### src/hw/rtl/acr_pkg.sv
// ============================================================================
// acr_pkg
// Shared types and constants for the ARP cache and responder.
// ============================================================================
package acr_pkg;

    localparam int IP_W   = 32;
    localparam int MAC_W  = 48;
    localparam int OP_W   = 16;
    localparam int LEN_W  = 16;
    localparam int CIDX_W = 2;

    localparam logic [LEN_W-1:0]  ARP_MIN_LEN    = 16'd28;
    localparam logic [OP_W-1:0]   OPCODE_REQUEST = 16'd1;
    localparam logic [MAC_W-1:0]  MAC_BCAST      = 48'hFFFF_FFFF_FFFF;

    // configuration register indexes
    localparam logic [CIDX_W-1:0] REG_OWN_IP  = 2'd0;
    localparam logic [CIDX_W-1:0] REG_OWN_MAC = 2'd1;

    typedef enum logic [1:0] {
        REQ_RX     = 2'd0,
        REQ_LOOKUP = 2'd1,
        REQ_SEND   = 2'd2,
        REQ_LEARN  = 2'd3
    } req_type_t;

    typedef enum logic [1:0] {
        SEND_NONE  = 2'd0,
        SEND_REPLY = 2'd1,
        SEND_BCAST = 2'd2
    } send_kind_t;

    typedef enum logic [1:0] {
        ST_IDLE = 2'd0,
        ST_SCAN = 2'd1,
        ST_DONE = 2'd2
    } ctrl_state_t;

    typedef struct packed {
        logic             en;
        logic [IP_W-1:0]  ip;
        logic [MAC_W-1:0] mac;
    } tbl_wr_t;

    typedef struct packed {
        logic             valid;
        logic [IP_W-1:0]  ip;
        logic [MAC_W-1:0] mac;
    } tbl_rd_t;

    typedef struct packed {
        logic             hit;
        logic [MAC_W-1:0] found_mac;
        send_kind_t       send_kind;
        logic [MAC_W-1:0] dest_mac;
        logic [MAC_W-1:0] target_mac;
        logic [IP_W-1:0]  target_ip_out;
    } result_t;

endpackage

### src/hw/rtl/arp_cache_responder.sv
// ============================================================================
// arp_cache_responder
// Fully associative ARP cache with request responder and lookup port.
// ============================================================================
// Lookup, learn and long received packets are scanned against the table one entry per
// cycle; the worst case is no match, when every entry is read. Send requests and short
// packets skip the scan. The sequencer takes no new item until it has handed the last
// one to the output register, which can hold it while the next item is taken.
// Synchronous reset (aresetn low) clears all valid marks, own_ip and own_mac.
module arp_cache_responder #(
    parameter int CACHE_ENTRIES = 16
) (
    input  logic                              aclk,
    input  logic                              aresetn,

    input  logic                              cfg_valid,
    output logic                              cfg_ready,
    input  logic [acr_pkg::CIDX_W-1:0]        cfg_index,
    input  logic [acr_pkg::MAC_W-1:0]         cfg_data,

    input  logic                              s_valid,
    output logic                              s_ready,
    input  logic [1:0]                        s_req_type,
    input  logic [acr_pkg::IP_W-1:0]          s_ip_addr,
    input  logic [acr_pkg::MAC_W-1:0]         s_mac_addr,
    input  logic [acr_pkg::OP_W-1:0]          s_opcode,
    input  logic [acr_pkg::IP_W-1:0]          s_target_ip,
    input  logic [acr_pkg::LEN_W-1:0]         s_pkt_length,

    output logic                              m_valid,
    input  logic                              m_ready,
    output logic                              m_hit,
    output logic [acr_pkg::MAC_W-1:0]         m_found_mac,
    output logic [1:0]                        m_send_kind,
    output logic [acr_pkg::MAC_W-1:0]         m_dest_mac,
    output logic [acr_pkg::MAC_W-1:0]         m_target_mac,
    output logic [acr_pkg::IP_W-1:0]          m_target_ip_out
);
    import acr_pkg::*;

    localparam int IDX_W = (CACHE_ENTRIES > 1) ? $clog2(CACHE_ENTRIES) : 1;

    logic [IP_W-1:0]  own_ip_reg;
    logic [MAC_W-1:0] own_mac_reg;
    logic             m_valid_reg;
    result_t          out_reg;

    logic             rd_en;
    logic [IDX_W-1:0] rd_addr;
    tbl_rd_t          rd_data;
    tbl_wr_t          wr;
    logic [IDX_W-1:0] wr_addr;
    logic             res_valid;
    logic             res_ready;
    result_t          res;

    assign cfg_ready = 1'b1;

    // own_mac is stored but drives no output; no result field uses it
    always_ff @(posedge aclk) begin
        if (!aresetn) begin
            own_ip_reg  <= '0;
            own_mac_reg <= '0;
        end else if (cfg_valid) begin
            unique case (cfg_index)
                REG_OWN_IP:  own_ip_reg  <= cfg_data[IP_W-1:0];
                REG_OWN_MAC: own_mac_reg <= cfg_data;
                default: begin
                    own_ip_reg  <= own_ip_reg;
                    own_mac_reg <= own_mac_reg;
                end
            endcase
        end
    end

    acr_table #(
        .CACHE_ENTRIES(CACHE_ENTRIES)
    ) u_table (
        .aclk    (aclk),
        .aresetn (aresetn),
        .rd_en   (rd_en),
        .rd_addr (rd_addr),
        .rd_data (rd_data),
        .wr      (wr),
        .wr_addr (wr_addr)
    );

    acr_ctrl #(
        .CACHE_ENTRIES(CACHE_ENTRIES)
    ) u_ctrl (
        .aclk         (aclk),
        .aresetn      (aresetn),
        .s_valid      (s_valid),
        .s_ready      (s_ready),
        .s_req_type   (s_req_type),
        .s_ip_addr    (s_ip_addr),
        .s_mac_addr   (s_mac_addr),
        .s_opcode     (s_opcode),
        .s_target_ip  (s_target_ip),
        .s_pkt_length (s_pkt_length),
        .own_ip       (own_ip_reg),
        .rd_en        (rd_en),
        .rd_addr      (rd_addr),
        .rd_data      (rd_data),
        .wr           (wr),
        .wr_addr      (wr_addr),
        .res_valid    (res_valid),
        .res_ready    (res_ready),
        .res          (res)
    );

    // output register: a finished item waits here while the next is taken
    assign res_ready = !m_valid_reg || m_ready;

    always_ff @(posedge aclk) begin
        if (!aresetn) begin
            m_valid_reg <= 1'b0;
        end else if (res_valid && res_ready) begin
            m_valid_reg <= 1'b1;
        end else if (m_ready) begin
            m_valid_reg <= 1'b0;
        end
    end

    always_ff @(posedge aclk) begin
        if (res_valid && res_ready) begin
            out_reg <= res;
        end
    end

    assign m_valid         = m_valid_reg;
    assign m_hit           = out_reg.hit;
    assign m_found_mac     = out_reg.found_mac;
    assign m_send_kind     = out_reg.send_kind;
    assign m_dest_mac      = out_reg.dest_mac;
    assign m_target_mac    = out_reg.target_mac;
    assign m_target_ip_out = out_reg.target_ip_out;

    logic unused_own_mac;
    assign unused_own_mac = ^own_mac_reg;

endmodule

### src/hw/rtl/acr_table.sv
// ============================================================================
// acr_table
// Cache storage: valid bits in flops, IP and MAC in a memory with separate read and
// write addresses and registered read data.
// ============================================================================
module acr_table #(
    parameter int CACHE_ENTRIES = 16
) (
    input  logic                                            aclk,
    input  logic                                            aresetn,
    input  logic                                            rd_en,
    input  logic [((CACHE_ENTRIES > 1) ? $clog2(CACHE_ENTRIES) : 1)-1:0] rd_addr,
    output acr_pkg::tbl_rd_t                                rd_data,
    input  acr_pkg::tbl_wr_t                                wr,
    input  logic [((CACHE_ENTRIES > 1) ? $clog2(CACHE_ENTRIES) : 1)-1:0] wr_addr
);
    import acr_pkg::*;

    logic [IP_W-1:0]  mem_ip  [CACHE_ENTRIES];
    logic [MAC_W-1:0] mem_mac [CACHE_ENTRIES];
    logic [CACHE_ENTRIES-1:0] valid_reg;
    tbl_rd_t rd_reg;

    always_ff @(posedge aclk) begin
        if (!aresetn) begin
            valid_reg <= '0;
        end else if (wr.en) begin
            valid_reg[wr_addr] <= 1'b1;
        end
    end

    always_ff @(posedge aclk) begin
        if (wr.en) begin
            mem_ip[wr_addr]  <= wr.ip;
            mem_mac[wr_addr] <= wr.mac;
        end
    end

    always_ff @(posedge aclk) begin
        if (rd_en) begin
            rd_reg.valid <= valid_reg[rd_addr];
            rd_reg.ip    <= mem_ip[rd_addr];
            rd_reg.mac   <= mem_mac[rd_addr];
        end
    end

    assign rd_data = rd_reg;

endmodule

### src/hw/rtl/acr_ctrl.sv
// ============================================================================
// acr_ctrl
// Sequencer and shared IP comparator: scans the table one entry per cycle
// for lookups, learns and long received packets, then builds the result item.
// ============================================================================
module acr_ctrl #(
    parameter int CACHE_ENTRIES = 16
) (
    input  logic                                            aclk,
    input  logic                                            aresetn,
    input  logic                                            s_valid,
    output logic                                            s_ready,
    input  logic [1:0]                                      s_req_type,
    input  logic [acr_pkg::IP_W-1:0]                        s_ip_addr,
    input  logic [acr_pkg::MAC_W-1:0]                       s_mac_addr,
    input  logic [acr_pkg::OP_W-1:0]                        s_opcode,
    input  logic [acr_pkg::IP_W-1:0]                        s_target_ip,
    input  logic [acr_pkg::LEN_W-1:0]                       s_pkt_length,
    input  logic [acr_pkg::IP_W-1:0]                        own_ip,
    output logic                                            rd_en,
    output logic [((CACHE_ENTRIES > 1) ? $clog2(CACHE_ENTRIES) : 1)-1:0] rd_addr,
    input  acr_pkg::tbl_rd_t                                rd_data,
    output acr_pkg::tbl_wr_t                                wr,
    output logic [((CACHE_ENTRIES > 1) ? $clog2(CACHE_ENTRIES) : 1)-1:0] wr_addr,
    output logic                                            res_valid,
    input  logic                                            res_ready,
    output acr_pkg::result_t                                res
);
    import acr_pkg::*;

    localparam int IDX_W = (CACHE_ENTRIES > 1) ? $clog2(CACHE_ENTRIES) : 1;
    localparam int CNT_W = $clog2(CACHE_ENTRIES + 1);
    localparam logic [CNT_W-1:0] N_CNT = CNT_W'(CACHE_ENTRIES);

    ctrl_state_t state_reg, state_next;
    req_type_t   kind_reg, kind_next;
    logic [IP_W-1:0]  ip_reg, ip_next;
    logic [MAC_W-1:0] mac_reg, mac_next;
    logic             reply_reg, reply_next;
    logic [CNT_W-1:0] scan_cnt_reg, scan_cnt_next;
    logic             chk_pend_reg, chk_pend_next;
    logic [IDX_W-1:0] chk_idx_reg, chk_idx_next;
    logic             free_reg, free_next;
    logic [IDX_W-1:0] free_idx_reg, free_idx_next;
    logic             hit_reg, hit_next;
    logic [MAC_W-1:0] found_reg, found_next;

    req_type_t in_kind;
    logic      in_long;
    logic      match_now;
    logic      free_now;

    assign in_kind   = req_type_t'(s_req_type);
    assign in_long   = (s_pkt_length >= ARP_MIN_LEN);
    // the one comparator, fed from the table's registered read port
    assign match_now = chk_pend_reg && rd_data.valid && (rd_data.ip == ip_reg);
    assign free_now  = chk_pend_reg && !rd_data.valid;

    always_ff @(posedge aclk) begin
        if (!aresetn) begin
            state_reg    <= ST_IDLE;
            chk_pend_reg <= 1'b0;
            kind_reg     <= REQ_RX;
        end else begin
            state_reg    <= state_next;
            chk_pend_reg <= chk_pend_next;
            kind_reg     <= kind_next;
        end
    end

    always_ff @(posedge aclk) begin
        ip_reg       <= ip_next;
        mac_reg      <= mac_next;
        reply_reg    <= reply_next;
        scan_cnt_reg <= scan_cnt_next;
        chk_idx_reg  <= chk_idx_next;
        free_reg     <= free_next;
        free_idx_reg <= free_idx_next;
        hit_reg      <= hit_next;
        found_reg    <= found_next;
    end

    always_comb begin
        state_next    = state_reg;
        kind_next     = kind_reg;
        ip_next       = ip_reg;
        mac_next      = mac_reg;
        reply_next    = reply_reg;
        scan_cnt_next = scan_cnt_reg;
        chk_pend_next = 1'b0;
        chk_idx_next  = chk_idx_reg;
        free_next     = free_reg;
        free_idx_next = free_idx_reg;
        hit_next      = hit_reg;
        found_next    = found_reg;
        s_ready       = 1'b0;
        res_valid     = 1'b0;
        rd_en         = 1'b0;
        rd_addr       = scan_cnt_reg[IDX_W-1:0];
        wr.en         = 1'b0;
        wr.ip         = ip_reg;
        wr.mac        = mac_reg;
        wr_addr       = chk_idx_reg;

        unique case (state_reg)
            ST_IDLE: begin
                s_ready = 1'b1;
                if (s_valid) begin
                    kind_next     = in_kind;
                    ip_next       = s_ip_addr;
                    mac_next      = s_mac_addr;
                    reply_next    = (in_kind == REQ_RX) && in_long &&
                                    (s_opcode == OPCODE_REQUEST) && (s_target_ip == own_ip);
                    scan_cnt_next = '0;
                    free_next     = 1'b0;
                    hit_next      = 1'b0;
                    found_next    = '0;
                    // short packets and send requests never touch the table
                    if ((in_kind == REQ_LOOKUP) || (in_kind == REQ_LEARN) ||
                        ((in_kind == REQ_RX) && in_long)) begin
                        state_next = ST_SCAN;
                    end else begin
                        state_next = ST_DONE;
                    end
                end
            end
            ST_SCAN: begin
                rd_en         = (scan_cnt_reg != N_CNT) && !match_now;
                chk_pend_next = rd_en;
                chk_idx_next  = scan_cnt_reg[IDX_W-1:0];
                if (rd_en) begin
                    scan_cnt_next = scan_cnt_reg + 1'b1;
                end
                if (free_now && !free_reg) begin
                    free_next     = 1'b1;
                    free_idx_next = chk_idx_reg;
                end
                if (match_now) begin
                    if (kind_reg == REQ_LOOKUP) begin
                        hit_next   = 1'b1;
                        found_next = rd_data.mac;
                    end else begin
                        wr.en   = 1'b1;
                        wr_addr = chk_idx_reg;
                    end
                    state_next = ST_DONE;
                end else if ((scan_cnt_reg == N_CNT) && !chk_pend_reg) begin
                    // no match anywhere: first free slot, else slot 0
                    if (kind_reg != REQ_LOOKUP) begin
                        wr.en   = 1'b1;
                        wr_addr = free_reg ? free_idx_reg : '0;
                    end
                    state_next = ST_DONE;
                end
            end
            ST_DONE: begin
                res_valid = 1'b1;
                if (res_ready) begin
                    state_next = ST_IDLE;
                end
            end
            default: begin
                state_next = ST_IDLE;
            end
        endcase
    end

    always_comb begin
        res = '0;
        unique case (kind_reg)
            REQ_RX: begin
                if (reply_reg) begin
                    res.send_kind     = SEND_REPLY;
                    res.dest_mac      = mac_reg;
                    res.target_mac    = mac_reg;
                    res.target_ip_out = ip_reg;
                end
            end
            REQ_LOOKUP: begin
                res.hit       = hit_reg;
                res.found_mac = found_reg;
            end
            REQ_SEND: begin
                res.send_kind     = SEND_BCAST;
                res.dest_mac      = MAC_BCAST;
                res.target_ip_out = ip_reg;
            end
            REQ_LEARN: begin
                res = '0;
            end
        endcase
    end

endmodule

### config.mk
export PLATFORM = sky130hd
export DESIGN_NAME = arp_cache_responder
export DESIGN_NICKNAME = d
export VERILOG_FILES = /design/src/hw/rtl/acr_pkg.sv /design/src/hw/rtl/arp_cache_responder.sv /design/src/hw/rtl/acr_table.sv /design/src/hw/rtl/acr_ctrl.sv
export SDC_FILE = /design/constraint.sdc
export NUM_CORES = 2
export LEC_CHECK = 0
export BUFFER_PORTS_ARGS = -buffer_cell sky130_fd_sc_hd__clkbuf_2
export CAP_MARGIN = 20
export CORE_MARGIN = 3
export CORE_UTILIZATION = 30
export DETAILED_ROUTE_END_ITERATION = 6
export PLACE_DENSITY_LB_ADDON = 0.2
export SLEW_MARGIN = 20
export SYNTH_ARGS = -nofsm -noshare
export SYNTH_HDL_FRONTEND = slang
export SYNTH_SLANG_ARGS = --single-unit
### constraint.sdc
create_clock -name aclk -period 12.55 [get_ports aclk]
set_input_delay 3.765 -clock aclk [delete_from_list [all_inputs] [get_ports aclk]]
set_output_delay 3.765 -clock aclk [all_outputs]
set_load 0.005 [all_outputs]
**After elaboration in Yosys (flattened, before gate mapping)**

Memory sizes are Yosys's and may differ from the RTL's. A register that Yosys moved wholly into a read port is not among the register bits.
Cells that the tools add are included.

- Bits in registers: 378
- Bits in writable memories: 1280
- Bits of input ports: 201
- Output and inout port bits: 182
- Memories kept: 2

- Add/subtract/negate cells: 1
- Order comparisons: 4
- Equal/unequal tests: 19
- Mux-type cells: 43
- Bitwise logic cells: 1
- Reductions and logical operators: 33

Memories:

| memory | depth | width | read ports | clocked after memory_dff | write ports | RTL line | RTL |
|---|---|---|---|---|---|---|---|
| u_table.mem_mac | 16 | 48 | 1 | 1 | 1 | acr_table.sv:20 | `logic [MAC_W-1:0] mem_mac [CACHE_ENTRIES];` |
| u_table.mem_ip | 16 | 32 | 1 | 1 | 1 | acr_table.sv:19 | `logic [IP_W-1:0] mem_ip [CACHE_ENTRIES];` |

Operator list:

| operator | count |
|---|---|
| $mux 48 | 3 |
| $mux 129 | 1 |
| $pmux 50 s2 | 1 |
| $pmux 48 s2 | 1 |
| $eq 32x32->1 | 2 |
| $pmux 32 s2 | 1 |
| $mux 4 | 5 |
| $mux 1 | 18 |
| $eq 16x1->1 const B | 1 |
| $ge 16x5->1 const B | 1 |
| $or 16x16->16 | 1 |
| $logic_and 1x1->1 | 11 |
| $lt 4x5->1 const B | 2 |
| $mux 2 | 5 |
| $mux 5 | 2 |
| $ne 2x1->1 const B | 5 |
| $pmux 5 s2 | 1 |
| $reduce_and 3->1 | 3 |
| $logic_not 2->1 | 4 |
| $reduce_and 2->1 | 4 |
| $eq 2x1->1 const B | 3 |
| $eq 2x2->1 const B | 3 |
| $pmux 2 s3 | 1 |
| $add 5x1->5 const B | 1 |
| other kinds (12) | 21 |

**Depth between registers and ports, before layout**

- Depth after elaboration: 10
- Mapped depth: 12
- Depth with buffers taken out: 8

**Hierarchy**

A second synthesis with hierarchy kept.

- Cell total of the unflattened synthesis: 2993
- Area total of the unflattened synthesis: 64719.6 um2

By module, submodules not included:

| module | instances | cells each | area each (um2) |
|---|---|---|---|
| acr_table | 1 | 2096 | 50846.3 |
| acr_ctrl | 1 | 571 | 7121.8 |
| arp_cache_responder | 1 | 326 | 6751.5 |

**Worst setup path before layout**

No wires, ideal clock.

- Kind: input to register
- Start point: input m_ready
- End point: register out_reg (netlist bit m_dest_mac[0]), enable pin
- Arrival time: 11762 ps
- Required time: 11808 ps
- Setup slack: 46 ps
- Stages: 2
- Buffers on the path: 0
- Cell sequence: nand2b_1 > nor2b_1

- Longest elaborated chain between the ends: 2

Ends and longest elaborated chain:

| what | RTL line | RTL |
|---|---|---|
| start, declared | arp_cache_responder.sv:31 | `input logic m_ready,` |
| $logic_or 1x1->1 | arp_cache_responder.sv:113 | `assign res_ready = !m_valid_reg \|\| m_ready;` |
| $logic_and 1x1->1 | arp_cache_responder.sv:126 | `if (res_valid && res_ready) begin` |
| end signal, assigned | arp_cache_responder.sv:127 | `out_reg <= res;` |
| end, declared | arp_cache_responder.sv:46 | `result_t out_reg;` |

Every way passes these cells.
A chain may end at the register's enable or synchronous reset.

**Final worst setup path**

- Start point: register u_ctrl.ip_reg[30]
- End point: memory u_table.mem_ip[8][26], enable pin

- Longest elaborated chain between the ends: 6
- Elaborated cells between the ends (all ways): 8
- Those cells by class: 1 x eq/ne; 6 x mux; 1 x reduce/logical

Ends and longest elaborated chain:

| what | RTL line | RTL |
|---|---|---|
| start, declared | acr_ctrl.sv:37 | `logic [IP_W-1:0] ip_reg, ip_next;` |
| start signal, assigned | acr_ctrl.sv:72 | `ip_reg <= ip_next;` |
| $eq 32x32->1 * | acr_ctrl.sv:56 | `assign match_now = chk_pend_reg && rd_data.valid && (rd_data.ip == ip_reg);` |
| $logic_and 1x1->1 * | acr_ctrl.sv:56 |  |
| $mux 1 | acr_ctrl.sv:138 | `if (match_now) begin` |
| $mux 1 | acr_ctrl.sv:105 | `unique case (state_reg)` |
| $mux 1 | acr_table.sv:33 | `if (wr.en) begin` |
| $mux 1 (implied by the code) | acr_table.sv:34 | `mem_ip[wr_addr] <= wr.ip;` |
| end, declared | acr_table.sv:19 |  |

Every way passes the cells marked *; elsewhere a longest branch is shown, timed or not.

==> flow_summary.yaml <==
power_and_ir_drop:
  p_leak_nw: 24.6
  report.power.total_mw: 13.4
  ir_drop_mv: 0.151
  pwr_density_cell_nw_per_um2: 176
clock_tree:
  cts.hold.buffers_added: 0
  cts-root-buf: "clkbuf_16"
  tritoncts: "done"
  cts-buffers-inserted: 194
  tritoncts_num_sinks: 1738
  htreeDepth: 4
  clkLatencyLatePin_ns: 0.83
  cts.repair.resized: 0
  post_cts_buffers: 0
  clock_path_buffers: 3
  clkSlewWorstSetupHoldPaths_ns: 0.06
timing:
  rsz0062_at_grt: "no"
  timing.final.crit_share_pct: 45.0
  finalSetupViolCount: 0
  post-route-min-period_ns: 5.64
  slew-limit-headroom_pct: 24.7
  fmax_mhz: 177
  transition_at_the_pin_with_the_smallest_max_transition_slack_ns: 1.13
  setup_ws_ns: 6.91
  setup_total_negative_slack_ns: 0
  slew_viol_final: 0
  holdWs_ns: 0.444
  hold_viol: 0
  final.setup_skew_ns: 0.0353
yosys:
  post_synth_instance_area_um2: 64900
  synth_top_flop_cell: "edfxtp_1"
  synth_xor_xnor_area_share_pct: 0.783
  asyncSetResetFlopFracSynth_pct: 0
  synth_top_cell_by_area: "edfxtp_1"
  syn_inst: 2854
  synth-simple-area-share_pct: 3.20
  largest_family_of_logic_cells_by_synthesized_area: "multiplexers"
  netlist_top_cells_count: "edfxtp_1 (1,684), mux4_2 (405), and2_1 (148)"
  synth_most_common_cell: "edfxtp_1"
  yosys-mux-area-fraction_pct: 14.1
  synth-warning-count: 0
  netlist-cell-type-count: 47
  post_synthesis_compound_gate_area_fraction_pct: 1.33
  number_of_flops_mapped_to_enable_cells_by_yosys: 1684
  ys_seq_elements: 1738
  yosysTopAreaCellShare_pct: 78.0
  postSynthAreaPerCell_um2: 22.7
  mappedNetlistNets: 3057
  yosysSeqAreaShare_pct: 79.6
  synth.area.top_cells: "edfxtp_1 (78%), mux4_2 (14%), dfxtp_1 (1.7%)"
  synth_fa_ha_area_share_pct: 0.0386
grt:
  maximum_number_of_pins_on_one_net_before_global_route_repair: 144
  antenna_found_initial: 9
  grt_pass1_wl_um: 239000
  grt_util_all_layers_pct: 15.0
  grt_pass1_vias: 32072
  grt_ovf: 0
run_status:
  run_status: "completed"
layout:
  regMostFlops: "u_table.mem_mac"
  multi_input_area_um2: 12800
  flip_flop_count_of_the_largest_register_all_copies_and_words_added: 768
  layout-drive-gt1-share_pct: 32.3
  final_cell_count_no_fill: 6348
  fillers: 19909
  finalCoreUtilization_pct: 35.6
  syn_to_final_growth_pct: 17.9
  final_net_count: 3557
  final_cell_area_um2: 76500
  area.sequential_um2: 51600
floorplan:
  row_count: 170
  top_level_ports: 383
  initial_utilization_pct: 30.2
  die_h_um: 471
  die_area_um2: 222000
  fp.dieW_um: 471
  placeableCoreArea_um2: 215000
critical_path:
  endpoint_type_of_the_worst_setup_path: "register"
  cp_slowest_stage_delay_ns: 0.92
  reg2reg_depth: 8
  worst-r2r-setup-slack_ns: 6.91
  critical_path.max_fanout: 45
  timing.critical_path.required_ns: 12.97
  worst-setup-path-type: "register to register"
  timing.rr.end: "u_table.mem_ip[8][26]$_DFFE_PP_"
  crit_top_cell: "buf_4"
  critical-path-slowest-cell: "buf_4"
  cp_cell_sequence: "xor2_1, nor4_1, nand4_1, nor4_4, a22oi_2, nor3_2, buf_4, buf_4"
  r2r-start: "u_ctrl.ip_reg[30]$_DFFE_PP_"
  worst_ep_arrival_time_ns: 6.07
  critical_path.startpoint_type: "register"
run:
  max-cap-violations: 0
placed_design:
  place_area_um2: 70500
  post-dp-hpwl_um: 87700
  routabilityCongestion: 0.725
  post-place-cells: 5996
  port-buffer-count: 363
  post-place-ws_ns: 6.07
routing:
  finalWirelength_um: 168000
  detail_route.vias_per_cell: 4.73
  detailedRoute.firstPassIterationCount: 5
  1st_iter_drt_viols: 2528
  post_drt_wl_per_cell_um: 26.5
  drt.antenna.violating_nets: 0
  drc_errors: 0
  num_vias: 30004
worst_hold_path:
  hold_path_startpoint: "u_table.valid_reg[10]$_SDFFE_PN0P_"
  hold-path-endpoint: "u_table.valid_reg[10]$_SDFFE_PN0P_"
  worstHoldPathType: "register to register"
  min_path_cells: 2
## area by class of cell
class,instances,area share [%]
multi-input combinational,966,16.7
sequential,1738,67.5
clock inverter,105,1.20
inverter,12,0.0654
tap,2838,4.64
timing repair buffer,442,3.25
antenna,1,0.00327
clock buffer,246,6.60
## report_power, final
| part | internal, mW | switching [mW] | total (mW) |
|---|---|---|---|
| sequential | 6.65 | 0.171 | 6.82 |
| combinational | 0.602 | 0.676 | 1.28 |
| clock | 3.00 | 2.34 | 5.34 |
| total | 10.3 | 3.19 | 13.4 |
## placed cells by master (no fill, tap or decap), drive strengths merged, types with 2 or more instances in the layout
cell / netlist / layout
a21oi: 4 / 4
ha: 2 / 2
nand2b: 18 / 18
nand2: 98 / 98
nor2: 22 / 22
xor2: 24 / 24
nand3: 5 / 5
clkinvlp: 0 / 5
inv: 12 / 19
nor2b: 34 / 34
dfxtp: 54 / 54
or4: 2 / 2
nand4: 9 / 9
clkbuf: 84 / 609
nor3: 20 / 20
and2: 148 / 148
a22oi: 2 / 2
bufinv: 0 / 7
edfxtp: 1684 / 1684
xnor2: 34 / 34
o2111ai: 3 / 3
buf: 54 / 79
nor4: 15 / 15
nor4b: 2 / 2
o21ai: 20 / 20
a21o: 48 / 48
mux4: 405 / 405
clkinv: 0 / 86
nor3b: 2 / 2
a21boi: 36 / 36
## worst max path at each step
stage / start / endpoint / slack, ns / cells past startpoint
6_report: u_ctrl.ip_reg[30]$_DFFE_PP_ / u_table.mem_ip[8][26]$_DFFE_PP_ / 6.91 / 8
5_1_grt: u_ctrl.ip_reg[12]$_DFFE_PP_ / u_table.mem_ip[8][26]$_DFFE_PP_ / 6.52 / 8
4_1_cts: u_ctrl.ip_reg[30]$_DFFE_PP_ / u_table.mem_ip[8][13]$_DFFE_PP_ / 6.59 / 8
3_5_place_dp: m_ready / m_found_mac[36]$_SDFFCE_PN0P_ / 6.07 / 6
3_3_place_gp: m_ready / m_found_mac[36]$_SDFFCE_PN0P_ / 6.13 / 6
2_1_floorplan: m_ready / m_dest_mac[0]$_DFFE_PP_ / 0.05 / 2
## cells by family after synthesis
group,Yosys count
AOI/OAI and AO/OA,120
xor gates and xnor gates,58
adders and majority gates,2
buffers and inverters,150
DFF,1738
muxes,407
other,1
and+or+nand+nor,378
## layer usage
layer	share of wire, %	GRT usage [%]
met5	0.0077	0
met4	2.2	4.06
met3	4.6	2.70
met2	49	24.8
met1	44	20.3
## worst max-delay path, delay by kind of cell, from the launching register on
family          cells  cell delay, ns
simple gates        4            2.25
flops               1            0.73
xor+xnor            1            0.25
compound gates      1            0.46
buf+inv             2            1.43
Note: power is estimated with default switching activity, not from simulation.
